**config.mk**
```make
export PLATFORM = sky130hd
export DESIGN_NAME = fraction_arithmetic_reduce
export DESIGN_NICKNAME = d
export VERILOG_FILES = /design/src/design/fra_pkg.sv /design/src/design/fra_front.sv /design/src/design/fra_queue.sv /design/src/design/fra_back.sv /design/src/design/fraction_arithmetic_reduce.sv
export SDC_FILE = /design/constraint.sdc
export NUM_CORES = 2
export LEC_CHECK = 0
export BUFFER_PORTS_ARGS = -buffer_cell sky130_fd_sc_hd__buf_2
export CAP_MARGIN = 15
export CORE_ASPECT_RATIO = 0.8
export CORE_UTILIZATION = 59
export CTS_CLUSTER_SIZE = 24
export DETAILED_ROUTE_END_ITERATION = 6
export PLACE_DENSITY_LB_ADDON = 0.08
export SETUP_SLACK_MARGIN = 0.4
export SLEW_MARGIN = 15
export SYNTH_ARGS = -nofsm -noshare
export SYNTH_HDL_FRONTEND = slang
export SYNTH_HIERARCHICAL = 1
export SYNTH_SLANG_ARGS = --single-unit
export TNS_END_PERCENT = 5
```
**constraint.sdc**
```tcl
create_clock -name clock -period 8.45 [get_ports clock]
set_input_delay 0.845 -clock clock [delete_from_list [all_inputs] [get_ports clock]]
set_output_delay 0.845 -clock clock [all_outputs]
set_load 0.03 [all_outputs]
```
**src/design/fra_pkg.sv**
```systemverilog
`timescale 1ns / 1ps
// ----------------------------------------------------------------------------
// fra_pkg
// Shared widths, command codes and types for the fraction arithmetic block.
// ----------------------------------------------------------------------------
package fra_pkg;

   localparam int OPERAND_WIDTH = 16;
   localparam int RES_WIDTH     = 33;
   localparam int MAG_WIDTH     = RES_WIDTH - 1;
   localparam int PROD_WIDTH    = 2 * OPERAND_WIDTH;
   localparam int EXT_WIDTH     = (PROD_WIDTH > RES_WIDTH) ? PROD_WIDTH : RES_WIDTH;
   localparam int SHIFT_WIDTH   = $clog2(MAG_WIDTH);
   localparam int QUEUE_DEPTH   = 2;
   localparam int PTR_WIDTH     = $clog2(QUEUE_DEPTH);
   localparam int COUNT_WIDTH   = PTR_WIDTH + 1;

   typedef enum logic [1:0] {
      CMD_ADD = 2'd0,
      CMD_SUB = 2'd1,
      CMD_MUL = 2'd2,
      CMD_DIV = 2'd3
   } command_type;

   // one classified item travelling from front to back
   typedef struct packed {
      logic [RES_WIDTH-1:0] num;
      logic [RES_WIDTH-1:0] den;
      logic                 reduce;
   } entry_type;

   typedef enum logic [1:0] {
      BACK_IDLE,
      BACK_GCD,
      BACK_DIV
   } back_state_type;

endpackage

```
**src/design/fra_front.sv**
```systemverilog
`timescale 1ns / 1ps
// ----------------------------------------------------------------------------
// fra_front
// Accepts items, forms the cross products, builds numerator and denominator
// and marks whether the item must be reduced.
// ----------------------------------------------------------------------------
module fra_front import fra_pkg::*; (
   input  logic                            clock,
   input  logic                            reset,
   input  logic                            start,
   output logic                            busy,
   input  logic [1:0]                      command,
   input  logic signed [OPERAND_WIDTH-1:0] a_num,
   input  logic signed [OPERAND_WIDTH-1:0] a_den,
   input  logic signed [OPERAND_WIDTH-1:0] b_num,
   input  logic signed [OPERAND_WIDTH-1:0] b_den,
   input  logic                            reduce_enable,
   output logic                            push,
   output entry_type                       entry,
   input  logic                            full
);

   function automatic logic [RES_WIDTH-1:0] fit_res(input logic signed [PROD_WIDTH-1:0] p);
      logic signed [EXT_WIDTH-1:0] e;
      e = EXT_WIDTH'(p);
      return e[RES_WIDTH-1:0];
   endfunction

   logic                            s1_valid_ff, s1_valid_in;
   command_type                     cmd_ff;
   logic [RES_WIDTH-1:0]            p0_ff, p1_ff, p2_ff;
   logic                            load;
   logic signed [OPERAND_WIDTH-1:0] sel;
   logic signed [PROD_WIDTH-1:0]    prod0, prod1, prod2;
   logic [RES_WIDTH-1:0]            num, den;
   logic                            num_pos, den_pos;

   assign busy        = s1_valid_ff & full;
   assign load        = start & ~busy;
   assign s1_valid_in = load | (s1_valid_ff & full);

   // multiply uses b_num in the first product, all others b_den
   assign sel   = (command_type'(command) == CMD_MUL) ? b_num : b_den;
   assign prod0 = a_num * sel;
   assign prod1 = b_num * a_den;
   assign prod2 = a_den * b_den;

   always_ff @(posedge clock) begin
      if (reset) begin
         s1_valid_ff <= 1'b0;
      end else begin
         s1_valid_ff <= s1_valid_in;
      end
   end

   always_ff @(posedge clock) begin
      if (load) begin
         cmd_ff <= command_type'(command);
         p0_ff  <= fit_res(prod0);
         p1_ff  <= fit_res(prod1);
         p2_ff  <= fit_res(prod2);
      end
   end

   always_comb begin
      case (cmd_ff)
         CMD_ADD: num = p0_ff + p1_ff;
         CMD_SUB: num = p0_ff - p1_ff;
         default: num = p0_ff;
      endcase
      den     = (cmd_ff == CMD_DIV) ? p1_ff : p2_ff;
      num_pos = ~num[RES_WIDTH-1] & (num != '0);
      den_pos = ~den[RES_WIDTH-1] & (den != '0);
   end

   assign push         = s1_valid_ff & ~full;
   assign entry.num    = num;
   assign entry.den    = den;
   assign entry.reduce = reduce_enable & num_pos & den_pos;

endmodule

```
**src/design/fra_queue.sv**
```systemverilog
`timescale 1ns / 1ps
// ----------------------------------------------------------------------------
// fra_queue
// Two-entry queue between the front and the back.
// ----------------------------------------------------------------------------
module fra_queue import fra_pkg::*; (
   input  logic      clock,
   input  logic      reset,
   input  logic      push,
   input  entry_type push_entry,
   output logic      full,
   input  logic      pop,
   output entry_type head,
   output logic      empty
);

   entry_type              mem_ff [QUEUE_DEPTH];
   logic [PTR_WIDTH-1:0]   wr_ptr_ff, rd_ptr_ff;
   logic [COUNT_WIDTH-1:0] count_ff, count_in;

   assign full  = (count_ff == COUNT_WIDTH'(QUEUE_DEPTH));
   assign empty = (count_ff == '0);
   assign head  = mem_ff[rd_ptr_ff];

   always_comb begin
      count_in = count_ff;
      if (push && !pop) begin
         count_in = count_ff + 1'b1;
      end else if (pop && !push) begin
         count_in = count_ff - 1'b1;
      end
   end

   always_ff @(posedge clock) begin
      if (reset) begin
         wr_ptr_ff <= '0;
         rd_ptr_ff <= '0;
         count_ff  <= '0;
      end else begin
         if (push) begin
            wr_ptr_ff <= wr_ptr_ff + 1'b1;
         end
         if (pop) begin
            rd_ptr_ff <= rd_ptr_ff + 1'b1;
         end
         count_ff <= count_in;
      end
   end

   always_ff @(posedge clock) begin
      if (push) begin
         mem_ff[wr_ptr_ff] <= push_entry;
      end
   end

endmodule

```
**src/design/fra_back.sv**
```systemverilog
`timescale 1ns / 1ps
// ----------------------------------------------------------------------------
// fra_back
// Takes classified items, finds the gcd by the binary method, divides both
// terms by it with two restoring dividers side by side and issues the result.
// ----------------------------------------------------------------------------
module fra_back import fra_pkg::*; (
   input  logic                 clock,
   input  logic                 reset,
   input  entry_type            head,
   input  logic                 empty,
   output logic                 pop,
   output logic                 rsp_valid,
   output logic [RES_WIDTH-1:0] rsp_res_num,
   output logic [RES_WIDTH-1:0] rsp_res_den
);

   back_state_type         state_ff, state_in;
   logic [MAG_WIDTH-1:0]   x_ff, x_in, y_ff, y_in;
   logic [SHIFT_WIDTH-1:0] k_ff, k_in;
   logic [MAG_WIDTH-1:0]   g_ff, g_in, g;
   logic [MAG_WIDTH-1:0]   qn_ff, qn_in, qd_ff, qd_in;
   logic [MAG_WIDTH-1:0]   rn_ff, rn_in, rd_ff, rd_in;
   logic [SHIFT_WIDTH-1:0] cnt_ff, cnt_in;
   logic                   rsp_valid_ff, rsp_valid_in;
   logic [RES_WIDTH-1:0]   rsp_num_ff, rsp_num_in, rsp_den_ff, rsp_den_in;
   logic [MAG_WIDTH:0]     shn, shd;
   logic                   bitn, bitd;

   assign g = (x_ff | y_ff) << k_ff;

   // one restoring step for each term
   always_comb begin
      shn  = {rn_ff, qn_ff[MAG_WIDTH-1]};
      shd  = {rd_ff, qd_ff[MAG_WIDTH-1]};
      bitn = (shn >= {1'b0, g_ff});
      bitd = (shd >= {1'b0, g_ff});
   end

   always_comb begin
      state_in     = state_ff;
      x_in         = x_ff;
      y_in         = y_ff;
      k_in         = k_ff;
      g_in         = g_ff;
      qn_in        = qn_ff;
      qd_in        = qd_ff;
      rn_in        = rn_ff;
      rd_in        = rd_ff;
      cnt_in       = cnt_ff;
      rsp_valid_in = 1'b0;
      rsp_num_in   = rsp_num_ff;
      rsp_den_in   = rsp_den_ff;
      pop          = 1'b0;
      case (state_ff)
         BACK_IDLE: begin
            if (!empty) begin
               pop = 1'b1;
               if (!head.reduce) begin
                  rsp_valid_in = 1'b1;
                  rsp_num_in   = head.num;
                  rsp_den_in   = head.den;
               end else begin
                  x_in     = head.num[MAG_WIDTH-1:0];
                  y_in     = head.den[MAG_WIDTH-1:0];
                  qn_in    = head.num[MAG_WIDTH-1:0];
                  qd_in    = head.den[MAG_WIDTH-1:0];
                  k_in     = '0;
                  state_in = BACK_GCD;
               end
            end
         end
         BACK_GCD: begin
            if (x_ff == '0 || y_ff == '0) begin
               if (g == MAG_WIDTH'(1)) begin
                  rsp_valid_in = 1'b1;
                  rsp_num_in   = {1'b0, qn_ff};
                  rsp_den_in   = {1'b0, qd_ff};
                  state_in     = BACK_IDLE;
               end else begin
                  g_in     = g;
                  rn_in    = '0;
                  rd_in    = '0;
                  cnt_in   = '0;
                  state_in = BACK_DIV;
               end
            end else if (!x_ff[0] && !y_ff[0]) begin
               x_in = x_ff >> 1;
               y_in = y_ff >> 1;
               k_in = k_ff + 1'b1;
            end else if (!x_ff[0]) begin
               x_in = x_ff >> 1;
            end else if (!y_ff[0]) begin
               y_in = y_ff >> 1;
            end else if (x_ff >= y_ff) begin
               x_in = (x_ff - y_ff) >> 1;
            end else begin
               y_in = (y_ff - x_ff) >> 1;
            end
         end
         BACK_DIV: begin
            rn_in  = bitn ? MAG_WIDTH'(shn - {1'b0, g_ff}) : shn[MAG_WIDTH-1:0];
            rd_in  = bitd ? MAG_WIDTH'(shd - {1'b0, g_ff}) : shd[MAG_WIDTH-1:0];
            qn_in  = {qn_ff[MAG_WIDTH-2:0], bitn};
            qd_in  = {qd_ff[MAG_WIDTH-2:0], bitd};
            cnt_in = cnt_ff + 1'b1;
            if (cnt_ff == SHIFT_WIDTH'(MAG_WIDTH - 1)) begin
               rsp_valid_in = 1'b1;
               rsp_num_in   = {1'b0, qn_in};
               rsp_den_in   = {1'b0, qd_in};
               state_in     = BACK_IDLE;
            end
         end
         default: begin
            state_in = BACK_IDLE;
         end
      endcase
   end

   always_ff @(posedge clock) begin
      if (reset) begin
         state_ff     <= BACK_IDLE;
         rsp_valid_ff <= 1'b0;
      end else begin
         state_ff     <= state_in;
         rsp_valid_ff <= rsp_valid_in;
      end
   end

   always_ff @(posedge clock) begin
      x_ff       <= x_in;
      y_ff       <= y_in;
      k_ff       <= k_in;
      g_ff       <= g_in;
      qn_ff      <= qn_in;
      qd_ff      <= qd_in;
      rn_ff      <= rn_in;
      rd_ff      <= rd_in;
      cnt_ff     <= cnt_in;
      rsp_num_ff <= rsp_num_in;
      rsp_den_ff <= rsp_den_in;
   end

   assign rsp_valid   = rsp_valid_ff;
   assign rsp_res_num = rsp_num_ff;
   assign rsp_res_den = rsp_den_ff;

endmodule

```
**src/design/fraction_arithmetic_reduce.sv**
```systemverilog
`timescale 1ns / 1ps
// ----------------------------------------------------------------------------
// fraction_arithmetic_reduce
// Adds, subtracts, multiplies or divides two signed fractions and optionally
// reduces the result by the greatest common divisor.
// ----------------------------------------------------------------------------
//  channel  handshake              payload
//  req      start / busy           req_command, req_a_num .. req_b_den
//  rsp      rsp_valid (strobe)     rsp_res_num, rsp_res_den
//  csr      csr_valid / csr_ready  csr_reduce_enable
//
//  An unreduced item passes the front register, the queue and the response
//  register. A reduced item adds the binary gcd loop (one step a cycle) and,
//  unless the gcd is 1, the two restoring dividers over all 32 quotient bits.
//  The front takes a new item each cycle until the two-entry queue is full;
//  busy then holds it off. Reset is synchronous and clears the queue, the
//  front and back control and reduce_enable. Results cannot be stalled.
// ----------------------------------------------------------------------------
module fraction_arithmetic_reduce import fra_pkg::*; (
   input  logic                            clock,
   input  logic                            reset,
   input  logic                            start,
   output logic                            busy,
   input  logic [1:0]                      req_command,
   input  logic signed [OPERAND_WIDTH-1:0] req_a_num,
   input  logic signed [OPERAND_WIDTH-1:0] req_a_den,
   input  logic signed [OPERAND_WIDTH-1:0] req_b_num,
   input  logic signed [OPERAND_WIDTH-1:0] req_b_den,
   output logic                            rsp_valid,
   output logic signed [RES_WIDTH-1:0]     rsp_res_num,
   output logic signed [RES_WIDTH-1:0]     rsp_res_den,
   input  logic                            csr_valid,
   output logic                            csr_ready,
   input  logic                            csr_reduce_enable
);

   logic      reduce_enable_ff;
   logic      push, full, pop, empty;
   entry_type push_entry, head;

   assign csr_ready = 1'b1;

   always_ff @(posedge clock) begin
      if (reset) begin
         reduce_enable_ff <= 1'b0;
      end else if (csr_valid && csr_ready) begin
         reduce_enable_ff <= csr_reduce_enable;
      end
   end

   fra_front u_front (
      .clock         (clock),
      .reset         (reset),
      .start         (start),
      .busy          (busy),
      .command       (req_command),
      .a_num         (req_a_num),
      .a_den         (req_a_den),
      .b_num         (req_b_num),
      .b_den         (req_b_den),
      .reduce_enable (reduce_enable_ff),
      .push          (push),
      .entry         (push_entry),
      .full          (full)
   );

   fra_queue u_queue (
      .clock      (clock),
      .reset      (reset),
      .push       (push),
      .push_entry (push_entry),
      .full       (full),
      .pop        (pop),
      .head       (head),
      .empty      (empty)
   );

   fra_back u_back (
      .clock       (clock),
      .reset       (reset),
      .head        (head),
      .empty       (empty),
      .pop         (pop),
      .rsp_valid   (rsp_valid),
      .rsp_res_num (rsp_res_num),
      .rsp_res_den (rsp_res_den)
   );

endmodule
```
==> flow_summary_export.csv <==
group,metric,value,unit
placed_design,dp_hpwl,141000,µm
logic_synthesis,synth_top_family_by_area,"adder cells",
logic_synthesis,netlist_top_cells_count,"sky130_fd_sc_hd__inv_1, sky130_fd_sc_hd__fa_1, sky130_fd_sc_hd__nand2_1",
clock_network,numCtsBuffers,59,
logic_synthesis,synth_enable_flop_cells,532,
die,vert_die_dim,298,µm
logic_synthesis,synth_top_cell_by_area,"sky130_fd_sc_hd__edfxtp_1",
clock_network,post_cts_buffers,0,
logic_synthesis,ys_seq_elements,542,
clock_network,cts_root_buf,"sky130_fd_sc_hd__clkbuf_16",
sta,timing_hold_violations_final,0,
sta,clock-skew-final,0.0503,ns
sta,minimum_clock_period_after_layout,7.55,ns
worst_setup_path,timing.reg2reg.setup_slack,1.90,ns
outcome,run_status,"finished clean",
logic_synthesis,synth_compound_gate_area_share,10.6,%
hold_path,worst_hold_path_type,"in2reg",
logic_synthesis,async_flop_share,0,%
route,viasPerCell,5.87,
logic_synthesis,yosys.area_share.adder,33.2,%
worst_setup_path,reg2regPathDepth,18,
clock_network,clk-insertion-delay-late,0.69,ns
clock_network,cts.repair.resized,0,
logic_synthesis,synth.yosys.seq_area_share,25.0,%
sta,rsz0062_at_grt,"no",
route,detailroute.via_count,47100,
logic_synthesis,net_count_synth,7857,
sta,report.final.setup_viol,0,
worst_setup_path,endpoint,"u_front/p0_ff[31]$_DFFE_PP_",
worst_setup_path,cp_max_fo,17,
layout,layout_cell_share_with_drive_strength_beyond_1,9.73,%
worst_setup_path,crit-reg2reg-launch,"u_front/p1_ff[7]$_DFFE_PP_",
clock_network,clock-sinks,542,
logic_synthesis,synth_cell_types,106,
logic_synthesis,postSynthAreaPerCell,9.89,µm²
route,firstDrtPassIters,5,
die,initial_utilization,59.6,%
placed_design,placement.io_buffers,138,
worst_setup_path,crit_path_start,"req_command[0]",
logic_synthesis,synthTopCellsByArea,"sky130_fd_sc_hd__edfxtp_1, sky130_fd_sc_hd__fa_1, sky130_fd_sc_hd__ha_1",
layout,multi_input_logic_area,43300,µm²
grt,grt_use_total,32.7,%
logic_synthesis,yosys.area_share.simple,13.1,%
clock_network,cts-root-to-sink-buffers,3,
layout,layout.filler_cells,9174,
logic_synthesis,synth.mux.area_fraction,6.15,%
route,antenna_violating_nets_remaining,0,
layout,final_net_count,7853,
sta,finalMaxSlewViolations,0,
placed_design,gpl.final_weighted_congestion,0.949,
grt,antenna_found_initial,3,
sta,worst_slew_margin_rel,27.4,%
die,die-area,111000,µm²
clock_network,htree_levels,2,
logic_synthesis,synth_largest_type_area_fraction,24.7,%
clock_network,cts_hold_buf,0,
worst_setup_path,critPathCaptureType,"flip-flop",
logic_synthesis,netlist_area,64700,µm²
die,placeable_core_region,109000,µm²
logic_synthesis,library_cell_with_the_highest_instance_count_after_synthesis,"sky130_fd_sc_hd__inv_1",
die,floorplan.io_pins,140,
grt,grt_pass1_vias,47400,
sta,timing.final.crit_share,89.4,%
sta,setup_total_negative_slack,0,ns
worst_setup_path,startpoint_type,"primary input",
grt,grt_max_degree,75,
logic_synthesis,yosysWarnings,6,
layout,ff_latch_area,16200,µm²
clock_network,clk_pin_slew_worst_paths,0.05,ns
sta,fmax,132,MHz
clock_network,clock_tree_from_tritoncts,"built",
route,detail_route.wl_per_cell,22.3,µm
worst_setup_path,cp.arrival,7.95,ns
worst_setup_path,worst-endpoint-required,8.84,ns
die,dieWidth,372,µm
route,wl,178000,µm
grt,grt_remaining_overflow,0,
sta,worst-slew-pin-transition,1.09,ns
logic_synthesis,ys_dominant_reg_cell,"sky130_fd_sc_hd__edfxtp_1",
layout,area_growth_syn_to_layout,5.94,%
route,initialDrtViolationCount,4292,
logic_synthesis,gate_count_post_synth,6542,
die,std_cell_rows,108,
logic_synthesis,synthXorXnorAreaFrac,3.67,%
route,remaining_drc_errors,0,
worst_setup_path,rr_endpoint,"u_queue/mem_ff[1][0]$_DFFE_PP_",
worst_setup_path,category_of_the_critical_setup_timing_path,"in2reg",
grt,grt_pass1_wl,279000,µm
flow_run,maxCapViolCount,0,
kinds of logic (layout without fill, tap and decap cells):
| logic type | after synthesis | in the layout |
|---|---|---|
| and+or+nand+nor | 1765 | 1765 |
| muxes | 321 | 321 |
| other | 1 | 3 |
| xor gates and xnor gates | 271 | 271 |
| DFF | 542 | 542 |
| AOI/OAI and AO/OA | 1036 | 1036 |
| adders and majority gates | 1244 | 1244 |
| buffers and inverters | 1362 | 1405 |
sequential cells by signal, summed over array words and instances, names as in the netlist, 5 cells and up, named ones only:
signal and cells:
u_back/y_ff 32, u_back/rd_ff 32, u_back/g_ff 32, u_back/qd_ff 32
u_back/rn_ff 32, u_back/cnt_ff 5, u_back/rsp_res_den 33, u_front/p0_ff 32
u_front/p2_ff 32, u_queue/mem_ff 134, u_front/p1_ff 32, u_back/k_ff 5
u_back/qn_ff 32, u_back/rsp_res_num 33, u_back/x_ff 32
worst min-delay path by stage:
stage | start | to | slack (ns) | cells past startpoint
floorplan | reduce_enable_ff$_SDFFE_PP0P_ | reduce_enable_ff$_SDFFE_PP0P_ | 0.46 | 2
global placement | u_queue/rd_ptr_ff$_SDFFE_PP0P_ | flip-flop | 0.49 | 2
detailed placement | u_queue/count_ff[1]$_SDFFE_PP0P_ | u_queue/count_ff[1]$_SDFFE_PP0P_ | 0.50 | 2
CTS | req_command[1] | u_front/cmd_ff[1]$_DFFE_PP_ | 0.35 | 1
global route | req_command[1] | u_front/cmd_ff[1]$_DFFE_PP_ | 0.38 | 1
finish | req_command[1] | u_front/cmd_ff[1]$_DFFE_PP_ | 0.39 | 1
cell usage in the layout (no fill, tap or decap), types with 138 or more instances in the layout:
cell type | synthesis | routed
sky130_fd_sc_hd__inv_1 | 1060 | 1060
sky130_fd_sc_hd__fa_1 | 791 | 791
sky130_fd_sc_hd__nand2_1 | 620 | 620
sky130_fd_sc_hd__edfxtp_1 | 532 | 532
sky130_fd_sc_hd__ha_1 | 453 | 450
sky130_fd_sc_hd__nor2_1 | 401 | 401
sky130_fd_sc_hd__a21oi_1 | 323 | 323
sky130_fd_sc_hd__and2_1 | 272 | 271
sky130_fd_sc_hd__xnor2_1 | 207 | 207
sky130_fd_sc_hd__mux2_2 | 170 | 170
sky130_fd_sc_hd__o21ai_0 | 154 | 154
sky130_fd_sc_hd__buf_2 | 23 | 138
layer usage:
metal  GRT usage (%)  wire, µm  part of all wire (%)  vias up
li1                -         -                     -    21700
met1            48.6     80600                    45    23400
met2            48.4     77100                    43     1730
met3            5.36     13900                   7.8      272
met4            11.3      6790                   3.8        2
met5               0        10                0.0056        -
stage by stage:
step                      setup slack [ns]  area, µm²  cells  hold slack, ns  utilization [%]
after global placement               0.332      66700   7907           0.487             61.4
after floorplan                      0.324      64700   6542           0.460                -
final                                0.897      68500   8017           0.388             63.1
after detailed placement             0.206      66700   7907           0.502             61.4
after CTS                            0.904      68500   8015           0.349             63.1
after global routing                 0.424      68500   8016           0.376             63.1
final cells by class:
| type | count | area share, % |
|---|---|---|
| inverters | 1072 | 5.87 |
| flip-flops and latches | 542 | 23.6 |
| multi-input cells | 4638 | 63.2 |
| clock buffers | 68 | 2.23 |
| well taps | 1430 | 2.61 |
| repair buffers | 225 | 1.98 |
| diodes | 2 | 0.00730 |
| clock inverters | 40 | 0.487 |
worst max-delay path, cell delays in order:
cell and delay [ns]:
sky130_fd_sc_hd__buf_2 0.10, sky130_fd_sc_hd__nor2b_1 0.19, sky130_fd_sc_hd__buf_12 0.20, sky130_fd_sc_hd__mux2_2 0.49, sky130_fd_sc_hd__nand2_1 0.15, sky130_fd_sc_hd__inv_1 0.07
sky130_fd_sc_hd__fa_1 0.59, sky130_fd_sc_hd__fa_1 0.53, sky130_fd_sc_hd__inv_1 0.06, sky130_fd_sc_hd__fa_1 0.51, sky130_fd_sc_hd__inv_1 0.06, sky130_fd_sc_hd__fa_1 0.48
sky130_fd_sc_hd__fa_1 0.49, sky130_fd_sc_hd__inv_1 0.05, sky130_fd_sc_hd__fa_1 0.47, sky130_fd_sc_hd__inv_1 0.04, sky130_fd_sc_hd__ha_1 0.34, sky130_fd_sc_hd__a21o_1 0.21
sky130_fd_sc_hd__a21o_1 0.17, sky130_fd_sc_hd__a21oi_1 0.21, sky130_fd_sc_hd__o21ai_0 0.16, sky130_fd_sc_hd__a2111oi_0 0.61, sky130_fd_sc_hd__nor3_1 0.16, sky130_fd_sc_hd__o31ai_1 0.40
sky130_fd_sc_hd__o21bai_1 0.11, sky130_fd_sc_hd__a21oi_1 0.18, sky130_fd_sc_hd__xnor2_1 0.07
Power is not shown: default switching activity piles up to over one toggle a cycle in this logic, so the estimate is an artifact.
